**config.mk**
```make
export PLATFORM = sky130hd
export DESIGN_NAME = button_gesture_classifier
export DESIGN_NICKNAME = d
export VERILOG_FILES = /design/src/gbc_pkg.sv /design/src/gbc_cfg.sv /design/src/gbc_core.sv /design/src/button_gesture_classifier.sv
export SDC_FILE = /design/constraint.sdc
export NUM_CORES = 1
export LEC_CHECK = 0
export ABC_CLOCK_PERIOD_IN_PS = 16230
export BUFFER_PORTS_ARGS = -buffer_cell sky130_fd_sc_hd__buf_2
export CAP_MARGIN = 0
export CORE_MARGIN = 8
export CORE_UTILIZATION = 30
export DETAILED_ROUTE_END_ITERATION = 10
export GPL_TIMING_DRIVEN = 0
export SLEW_MARGIN = 20
export SYNTH_ARGS = -nofsm -noshare
export SYNTH_HDL_FRONTEND = slang
export SYNTH_HIERARCHICAL = 1
export SYNTH_SLANG_ARGS = --single-unit
```
**constraint.sdc**
```tcl
create_clock -name clk -period 16.23 [get_ports clk]
set_input_delay 1.623 -clock clk [delete_from_list [all_inputs] [get_ports clk]]
set_output_delay 1.623 -clock clk [all_outputs]
set_load 0.01 [all_outputs]
```
**src/gbc_pkg.sv**
```systemverilog
// Shared types, register indexes and reset values for the button gesture classifier.
`timescale 1ns / 1ps

package gbc_pkg;

	localparam int TIME_W = 32;
	localparam int CFG_W  = 16;
	localparam int IDX_W  = 3;

	// Register indexes on the configuration port.
	localparam logic [IDX_W-1:0] REG_LONG_PRESS     = 3'd0;
	localparam logic [IDX_W-1:0] REG_SINGLE_MAX     = 3'd1;
	localparam logic [IDX_W-1:0] REG_SINGLE_MIN     = 3'd2;
	localparam logic [IDX_W-1:0] REG_DOUBLE_GAP     = 3'd3;
	localparam logic [IDX_W-1:0] REG_DOUBLE_HOLDOFF = 3'd4;

	// Register values after reset.
	localparam logic [CFG_W-1:0] LONG_PRESS_RST     = 16'd1000;
	localparam logic [CFG_W-1:0] SINGLE_MAX_RST     = 16'd500;
	localparam logic [CFG_W-1:0] SINGLE_MIN_RST     = 16'd20;
	localparam logic [CFG_W-1:0] DOUBLE_GAP_RST     = 16'd500;
	localparam logic [CFG_W-1:0] DOUBLE_HOLDOFF_RST = 16'd1000;

	typedef struct packed {
		logic [CFG_W-1:0] long_press_ms;
		logic [CFG_W-1:0] single_max_ms;
		logic [CFG_W-1:0] single_min_ms;
		logic [CFG_W-1:0] double_gap_ms;
		logic [CFG_W-1:0] double_holdoff_ms;
	} cfg_t;

	typedef struct packed {
		logic              prev_level;
		logic [TIME_W-1:0] press_time;
		logic [TIME_W-1:0] release_time;
		logic [TIME_W-1:0] single_time;
		logic [TIME_W-1:0] double_time;
		logic              prev_long;
	} state_t;

	typedef struct packed {
		logic              pressed_level;
		logic [TIME_W-1:0] now_ms;
	} sample_t;

	typedef struct packed {
		logic              level;
		logic              press_edge;
		logic              release_edge;
		logic              long_event;
		logic              single_event;
		logic              double_event;
		logic [TIME_W-1:0] down_time;
		logic [TIME_W-1:0] up_time;
	} result_t;

endpackage

```
**src/gbc_cfg.sv**
```systemverilog
// Configuration registers of the button gesture classifier.
`timescale 1ns / 1ps

module gbc_cfg (
	input  logic                      clk,
	input  logic                      arst_n,
	input  logic                      cfg_we,
	input  logic [gbc_pkg::IDX_W-1:0] cfg_index,
	input  logic [gbc_pkg::CFG_W-1:0] cfg_data,
	output gbc_pkg::cfg_t             cfg
);

	gbc_pkg::cfg_t cfg_q;

	always_ff @(posedge clk or negedge arst_n) begin
		if (!arst_n) begin
			cfg_q.long_press_ms     <= gbc_pkg::LONG_PRESS_RST;
			cfg_q.single_max_ms     <= gbc_pkg::SINGLE_MAX_RST;
			cfg_q.single_min_ms     <= gbc_pkg::SINGLE_MIN_RST;
			cfg_q.double_gap_ms     <= gbc_pkg::DOUBLE_GAP_RST;
			cfg_q.double_holdoff_ms <= gbc_pkg::DOUBLE_HOLDOFF_RST;
		end else if (cfg_we) begin
			unique case (cfg_index)
				gbc_pkg::REG_LONG_PRESS:     cfg_q.long_press_ms     <= cfg_data;
				gbc_pkg::REG_SINGLE_MAX:     cfg_q.single_max_ms     <= cfg_data;
				gbc_pkg::REG_SINGLE_MIN:     cfg_q.single_min_ms     <= cfg_data;
				gbc_pkg::REG_DOUBLE_GAP:     cfg_q.double_gap_ms     <= cfg_data;
				gbc_pkg::REG_DOUBLE_HOLDOFF: cfg_q.double_holdoff_ms <= cfg_data;
				default: begin
					// Writes to unused indexes are dropped.
				end
			endcase
		end
	end

	assign cfg = cfg_q;

endmodule

```
**src/gbc_core.sv**
```systemverilog
// Combinational classification of one sample against the gesture state.
`timescale 1ns / 1ps

module gbc_core (
	input  gbc_pkg::cfg_t    cfg,
	input  gbc_pkg::state_t  state,
	input  gbc_pkg::sample_t sample,
	output gbc_pkg::result_t result,
	output gbc_pkg::state_t  state_next
);

	logic                       lvl;
	logic [gbc_pkg::TIME_W-1:0] now;
	logic                       down;
	logic                       up;
	logic [gbc_pkg::TIME_W-1:0] press_time_n;
	logic [gbc_pkg::TIME_W-1:0] held;
	logic [gbc_pkg::TIME_W-1:0] since_single;
	logic [gbc_pkg::TIME_W-1:0] since_double;
	logic [gbc_pkg::TIME_W-1:0] long_lim;
	logic [gbc_pkg::TIME_W-1:0] max_lim;
	logic [gbc_pkg::TIME_W-1:0] min_lim;
	logic [gbc_pkg::TIME_W-1:0] gap_lim;
	logic [gbc_pkg::TIME_W-1:0] holdoff_lim;
	logic                       is_long;
	logic                       is_single;
	logic                       is_double;

	assign lvl  = sample.pressed_level;
	assign now  = sample.now_ms;
	assign down = lvl && !state.prev_level;
	assign up   = !lvl && state.prev_level;

	assign long_lim    = {{(gbc_pkg::TIME_W-gbc_pkg::CFG_W){1'b0}}, cfg.long_press_ms};
	assign max_lim     = {{(gbc_pkg::TIME_W-gbc_pkg::CFG_W){1'b0}}, cfg.single_max_ms};
	assign min_lim     = {{(gbc_pkg::TIME_W-gbc_pkg::CFG_W){1'b0}}, cfg.single_min_ms};
	assign gap_lim     = {{(gbc_pkg::TIME_W-gbc_pkg::CFG_W){1'b0}}, cfg.double_gap_ms};
	assign holdoff_lim = {{(gbc_pkg::TIME_W-gbc_pkg::CFG_W){1'b0}}, cfg.double_holdoff_ms};

	assign press_time_n = down ? now : state.press_time;

	// While held this is the hold time so far; on the release sample the press
	// time is unchanged, so the same difference is the press duration.
	assign held         = now - press_time_n;
	assign since_single = now - state.single_time;
	assign since_double = now - state.double_time;

	assign is_long   = (lvl || up) && (held >= long_lim);
	assign is_single = up && (held < max_lim) && (held > min_lim);
	assign is_double = is_single && (since_single < gap_lim) && (since_double > holdoff_lim);

	always_comb begin
		state_next.prev_level   = lvl;
		state_next.press_time   = press_time_n;
		state_next.release_time = up ? now : state.release_time;
		state_next.single_time  = is_single ? now : state.single_time;
		state_next.double_time  = is_double ? now : state.double_time;
		state_next.prev_long    = is_long;

		result.level        = lvl;
		result.press_edge   = down;
		result.release_edge = up;
		result.long_event   = is_long && !state.prev_long;
		result.single_event = is_single;
		result.double_event = is_double;
		result.down_time    = state_next.press_time;
		result.up_time      = state_next.release_time;
	end

endmodule

```
**src/button_gesture_classifier.sv**
```systemverilog
// Top level of the button gesture classifier: input register, classifier, result register.
// Pipeline: a sample accepted into the input register is classified combinationally and its
// result is captured in the output register, which presents it on the master side.
// Throughput: one sample per cycle while the master side is ready; the gesture state is
// updated in the same cycle that a result enters the output register.
// Reset: arst_n clears both valid flags and the gesture state and loads register defaults.
`timescale 1ns / 1ps

module button_gesture_classifier (
	input  logic                      clk,
	input  logic                      arst_n,

	input  logic                      s_tvalid,
	output logic                      s_tready,
	// s_tdata fields from bit 0 up: pressed_level [0], now_ms [32:1], zero fill [39:33].
	input  logic [39:0]               s_tdata,

	output logic                      m_tvalid,
	input  logic                      m_tready,
	// m_tdata fields from bit 0 up: level [0], press_edge [1], release_edge [2],
	// long_event [3], single_event [4], double_event [5], down_time [37:6],
	// up_time [69:38], zero fill [71:70].
	output logic [71:0]               m_tdata,

	input  logic                      cfg_we,
	input  logic [gbc_pkg::IDX_W-1:0] cfg_index,
	input  logic [gbc_pkg::CFG_W-1:0] cfg_data
);

	gbc_pkg::cfg_t    cfg;
	gbc_pkg::state_t  state_q;
	gbc_pkg::state_t  state_next;
	gbc_pkg::sample_t sample_s1;
	gbc_pkg::result_t result;
	gbc_pkg::result_t result_s2;
	logic             valid_s1;
	logic             valid_s2;
	logic             out_load;
	logic             advance;
	logic             in_fire;

	gbc_cfg u_cfg (
		.clk       (clk),
		.arst_n    (arst_n),
		.cfg_we    (cfg_we),
		.cfg_index (cfg_index),
		.cfg_data  (cfg_data),
		.cfg       (cfg)
	);

	gbc_core u_core (
		.cfg        (cfg),
		.state      (state_q),
		.sample     (sample_s1),
		.result     (result),
		.state_next (state_next)
	);

	// The output register can take a new result when it is empty or its current
	// result leaves in this cycle. A sample in the input register moves on then,
	// and the input register refills in the same cycle; the slave side stalls only while a
	// sample waits in the input register behind a result the master side has not taken.
	assign out_load = !valid_s2 || m_tready;
	assign advance  = valid_s1 && out_load;
	assign s_tready = !valid_s1 || out_load;
	assign in_fire  = s_tvalid && s_tready;

	always_ff @(posedge clk or negedge arst_n) begin
		if (!arst_n) begin
			valid_s1 <= 1'b0;
		end else if (s_tready) begin
			valid_s1 <= s_tvalid;
		end
	end

	always_ff @(posedge clk) begin
		if (in_fire) begin
			sample_s1.pressed_level <= s_tdata[0];
			sample_s1.now_ms        <= s_tdata[32:1];
		end
	end

	always_ff @(posedge clk or negedge arst_n) begin
		if (!arst_n) begin
			valid_s2 <= 1'b0;
		end else if (out_load) begin
			valid_s2 <= valid_s1;
		end
	end

	always_ff @(posedge clk) begin
		if (advance) begin
			result_s2 <= result;
		end
	end

	// The gesture state moves forward exactly once for each classified sample.
	always_ff @(posedge clk or negedge arst_n) begin
		if (!arst_n) begin
			state_q <= '0;
		end else if (advance) begin
			state_q <= state_next;
		end
	end

	assign m_tvalid = valid_s2;
	assign m_tdata  = {2'b00,
	                   result_s2.up_time,
	                   result_s2.down_time,
	                   result_s2.double_event,
	                   result_s2.single_event,
	                   result_s2.long_event,
	                   result_s2.release_edge,
	                   result_s2.press_edge,
	                   result_s2.level};

	// Only one edge can occur on a sample.
	a_one_edge: assert property (@(posedge clk) disable iff (!arst_n)
		m_tvalid |-> !(result_s2.press_edge && result_s2.release_edge))
		else $error("press and release edge on the same result");

	// A single press is only ever reported on a release.
	a_single_on_release: assert property (@(posedge clk) disable iff (!arst_n)
		m_tvalid && result_s2.single_event |-> result_s2.release_edge)
		else $error("single press without release edge");

	// A double press is a qualified single press.
	a_double_is_single: assert property (@(posedge clk) disable iff (!arst_n)
		m_tvalid && result_s2.double_event |-> result_s2.single_event)
		else $error("double press without single press");

	// The stored level follows the sample that was just classified.
	a_level_tracks: assert property (@(posedge clk) disable iff (!arst_n)
		advance |=> state_q.prev_level == $past(sample_s1.pressed_level))
		else $error("stored level does not follow classified sample");

endmodule

```
Word level (Yosys, flattened, before mapping)

Index checks and enable logic that the tools add are counted.

Register bits after elaboration: 315
Logic and storage cells: 63

$add $sub $neg: 3
$lt $le $gt $ge: 5
Multiplexer cells: 2
Reduce and logical (&&, ||, !) cells: 26
Eq/ne operators: 4

Operator list:

| operator                                                               | count |
|---|---|
| 32-bit subtractor                                                      | 3 |
| 32-bit by 16-bit greater-than comparator with 1-bit output             | 2 |
| 32-bit by 16-bit less-than comparator with 1-bit output                | 2 |
| 32-bit two-way mux                                                     | 2 |
| 32-bit by 16-bit greater-or-equal comparator with 1-bit output         | 1 |
| 2-bit AND reduction                                                    | 7 |
| 1-bit logical AND                                                      | 10 |
| 3-bit by 2-bit equality test with 1-bit output (second input constant) | 2 |
| 1-bit logical NOT                                                      | 5 |
| 3-bit by 1-bit equality test with 1-bit output (second input constant) | 1 |
| 3-bit equality test (second input constant)                            | 1 |
| 3-bit logical NOT                                                      | 1 |
| 1-bit logical OR                                                       | 3 |

Depth between registers and ports, before layout

Word-level depth: 10
Depth in mapped cells: 31
Mapped depth without buffers: 25

Cells and area by module

The synthesis kept the hierarchy.

Modules (own cells, without submodules):

| module                    | area each (sq um) | sequential area each (sq um) | instances | cells each |
|---|---|---|---|---|
| gbc_core                  | 11,295.8          | 0.0                          | 1         | 1,631 |
| button_gesture_classifier | 8,405.6           | 6,396.1                      | 1         | 389 |
| gbc_cfg                   | 3,083.0           | 2,034.5                      | 1         | 173 |

Worst setup path after synthesis

No wires, ideal clock.

Path kind: flip-flop to flip-flop
Start: reg sample_s1[32] in the netlist's numbering
End: reg state_q[11] in the netlist's numbering
Cell stages (with the launch flop): 30
Buffers on the path: 6
Clock period less this slack: 6,326 ps
Setup time: 125 ps
Arrival: 6,201 ps
Path slack: 9,904 ps
Cells stage by stage: edfxtp_1 nand2b_4 buf_4 buf_2 buf_1 clkbuf_1 o21ai_0 ha_1 inv_1 ha_1 clkbuf_1 nor2_1 o41ai_2 nor3_1 nand2b_1 o31ai_1 xor2_1 ha_1 and4_1 and3_1 nand2_1 nand2_1 a21oi_1 o2111a_1 o21ai_0 a2111o_1 a2111o_1 buf_6 mux2_4 mux2_2

RTL lines:

| what                 | line                             | text |
|---|---|---|
| from (decl)          | button_gesture_classifier.sv:33  | `gbc_pkg::sample_t sample_s1;` |
| to (signal assigned) | button_gesture_classifier.sv:102 | `state_q <= state_next;` |
| to (decl)            | button_gesture_classifier.sv:31  | `gbc_pkg::state_t state_q;` |

==> out/summary.json <==
{
  "clock_tree": {
    "number_of_buffers_inserted_by_hold_repair_at_cts": 0,
    "post_cts_resized": 0,
    "cts-htree-levels": 2,
    "worst_setup_hold_path_clk_slew_ns": 0.06,
    "clock_tree.root_cell": "clkbuf_16",
    "cts_post_setup_buffers_inserted": 0,
    "clk_path_buf_depth": 3,
    "clock_latency_ns": 0.60,
    "cts-buffers-inserted": 41,
    "clock-sinks": 315,
    "cts_tree": "done"
  },
  "worst_setup_path": {
    "critical-path-top-cell-by-count": "ha_1",
    "crit_path_end_kind": "flop",
    "critPathRequiredTime_ns": 16.66,
    "crit_path_top_delay_cell": "xnor2_1",
    "worstSetupStartpointType": "flop",
    "worstPathMaxFanout": 10,
    "worst-setup-path-type": "flop to flop",
    "worst_path_largest_cell_delay_ns": 0.70,
    "reg2regPathDepth": 29,
    "critical_path_at_ns": 9.56
  },
  "synth": {
    "ys_types": 103,
    "synth_area_um2": 22800,
    "number_of_synthesized_flops_with_an_enable_pin": 103,
    "asyncSetResetFlopFracSynth_pct": 67.3,
    "synthesis.area_per_instance_um2": 10.4,
    "synthTopCellsByArea": "dfrtp_1, edfxtp_1, mux2_2",
    "yosys_warnings": 6,
    "yosysSeqAreaShare_pct": 37.0,
    "yosysTopAreaCellShare_pct": 20.4,
    "flip_flop_and_latch_count_after_synthesis": 315,
    "synth_area_leader_cell": "dfrtp_1",
    "ys_dominant_reg_cell": "dfrtp_1",
    "gate_count_of_the_mapped_netlist": 2193
  },
  "floorplan": {
    "design.die.area_um2": 85000,
    "die_width_um": 292,
    "die_height_um": 292,
    "io_pins": 138,
    "start_util_pct": 30.2,
    "design.core.area_um2": 75600,
    "core.rowCount": 101
  },
  "power_and_ir_drop": {
    "seqPwrFrac_pct": 31.0,
    "clock_power_share_pct": 25.2,
    "cellLeakagePower_nw": 11.5,
    "power.switching_fraction_pct": 37.9,
    "power.ir.vdd_worst_mv": 0.0845,
    "cell_internal_pwr_mw": 2.30,
    "cellPowerDensity_nw_per_um2": 142,
    "power.net_switching_mw": 1.40,
    "share_comb_of_total_power_pct": 43.8
  },
  "grt": {
    "grt_first_pass_wirelength_mm": 104,
    "globalRouteOverflowTotal": 0,
    "number_of_global_route_vias_before_repair": 17200,
    "grt.total_usage_pct": 15.5,
    "grt_start_max_net_pins": 87,
    "antenna_found_initial": 2
  },
  "placement": {
    "dp_slack_ns": 7.20,
    "dp_cells": 3302,
    "port_buffers": 128,
    "place.detailed.hpwl_mm": 52.4,
    "placer_congestion_estimate": 0.894
  },
  "sta": {
    "timing.max_slew.rel_slack_pct": 19.5,
    "timing.final.max_slew_violations": 0,
    "clock_tree_skew_after_final_layout_ns": 0.0616,
    "rsz0062_at_grt": "false",
    "hold_viol": 0,
    "final.period_utilization_pct": 56.2,
    "tightest_slew_ns": 1.20,
    "max_freq_mhz": 110,
    "setup_violations": 0,
    "finalWorstSetupSlack_ns": 7.10,
    "finalWorstPathRequiredPeriod_ns": 9.13,
    "fin_setup_tns_ns": 0
  },
  "routing": {
    "vias_per_cell": 5.08,
    "dr_total_vias": 17200,
    "drc": 0,
    "drt-total-wl_mm": 67.8,
    "drt_first_iter_violations": 1085,
    "ant_nets": 0,
    "routed_wire_length_per_instance_um": 20.1,
    "drtPass1Iterations": 7
  },
  "layout": {
    "layout-drive-gt1-share_pct": 28.0,
    "layoutNonFillerInstCount": 3379,
    "synthToLayoutAreaGrowth_pct": 14.6,
    "nNetsFinal": 2594
  },
  "outcome": {
    "run_status": "complete, no violations"
  },
  "worst_hold_path": {
    "hold_path.class": "flop to flop",
    "whs_path_depth": 1
  },
  "flow_run": {
    "max_cap_violations": 0
  }
}
==> synthesized netlist by cell type, types with 10 or more instances <==
library cell	n
a211oi_1	27
a21o_1	45
a21oi_1	115
a31oi_1	10
and2_1	13
and3_1	16
and4_1	10
buf_2	14
buf_4	77
buf_6	18
clkbuf_1	44
dfrtp_1	186
dfstp_2	26
edfxtp_1	103
ha_1	161
inv_1	187
mux2_2	181
mux2_4	115
mux2i_1	39
nand2_1	150
nand2b_1	28
nand3_1	30
nand4_1	33
nor2_1	92
nor2b_1	21
nor3_1	30
nor4_1	21
o2111ai_1	12
o211ai_1	17
o21a_1	22
o21ai_0	88
o21bai_1	13
o31ai_1	12
or2_2	11
or3_1	11
xnor2_1	29
xor2_1	27
==> layout by cell type (no fill, tap or decap), types with 13 or more instances in the layout <==
cell,netlist,layout
a211oi_1,27,27
a21o_1,45,45
a21oi_1,115,115
and3_1,16,16
buf_2,14,141
buf_4,77,77
buf_6,18,18
clkbuf_1,44,52
clkbuf_16,0,41
dfrtp_1,186,186
dfstp_2,26,26
edfxtp_1,103,103
ha_1,161,161
inv_1,187,187
mux2_2,181,181
mux2_4,115,115
mux2i_1,39,39
nand2_1,150,150
nand2b_1,28,28
nand3_1,30,30
nand4_1,33,33
nor2_1,92,92
nor2b_1,21,21
nor3_1,30,30
nor4_1,21,21
o211ai_1,17,17
o21a_1,22,22
o21ai_0,88,88
o21bai_1,13,13
xnor2_1,29,29
xor2_1,27,27
==> worst max-delay path, delay by kind of cell, from the launching register on <==
family,cells,cell delay (ns)
fa+ha+maj,3,0.84
compound gates,11,3.20
xor+xnor,1,0.70
simple gates,5,0.84
flops,1,0.54
mux,2,0.57
buf+inv,7,2.21
==> kinds of logic after synthesis <==
logic type,synth area share [%]
other cells,0.0165
compound gates,13.8
buf+inv,7.68
xor+xnor,2.30
simple gates,11.6
mux,18.2
fa+ha+maj,9.38
flops,37.0
==> power by group through the flow <==
stage,clock network (mW),logic [mW],registers [mW]
final,0.931,1.62,1.15
after global routing,0.989,1.78,1.17
after CTS,0.963,1.62,1.15
after detailed placement,0,1.60,1.16
after global placement,0,1.59,1.16
after floorplan,0,1.15,1.14
==> metrics by stage <==
stage / utilization [%] / hold WS, ns / power [mW] / area [µm²]
3_5_place_dp: 32.7 / 0.468 / 2.76 / 24700
3_3_place_gp: 32.6 / 0.460 / 2.75 / 24700
6_report: 34.6 / 0.470 / 3.70 / 26100
4_1_cts: 34.6 / 0.476 / 3.73 / 26100
5_1_grt: 34.6 / 0.513 / 3.94 / 26100
2_1_floorplan: - / 0.447 / 2.29 / 22800
==> layer usage <==
layer | wire (µm) | share of wire [%] | track usage [%] | vias to the layer above
li1 | - | - | - | 8282
met1 | 31600 | 47 | 20.6 | 8467
met2 | 32000 | 47 | 26.2 | 319
met3 | 2370 | 3.5 | 2.16 | 87
met4 | 1810 | 2.7 | 4.36 | 2
met5 | 9 | 0.013 | 0 | -
==> state kept, by name, summed over array words and instances, names as in the netlist <==
register / count
state_q: 130
u_cfg/cfg: 80
m_tdata: 70
sample_s1: 33
m_tvalid: 1
valid_s1: 1
==> area by class of cell <==
cell class | count | area (µm²)
buffer | 156 | 1040
clock buffer | 51 | 1080
sequential | 315 | 8430
inverter | 188 | 706
timing repair buffer | 130 | 706
fill | 7723 | 49500
clock inverter | 25 | 305
multi-input combinational | 1535 | 12600
tap | 978 | 1220
antenna | 1 | 2.50
==> path summary, 6_finish.rpt <==
kind	slack [ns]	to	startpoint
max in group asynchronous	14.31	state_q[79]	arst_n
min	0.47	m_tvalid	valid_s1
min in group asynchronous	1.03	state_q[0]	arst_n
max reg2reg	7.10	state_q[21]	sample_s1[32]
min reg2reg	0.47	m_tvalid	valid_s1
max	7.10	state_q[21]	sample_s1[32]
Power figures use the tool's default switching activity.
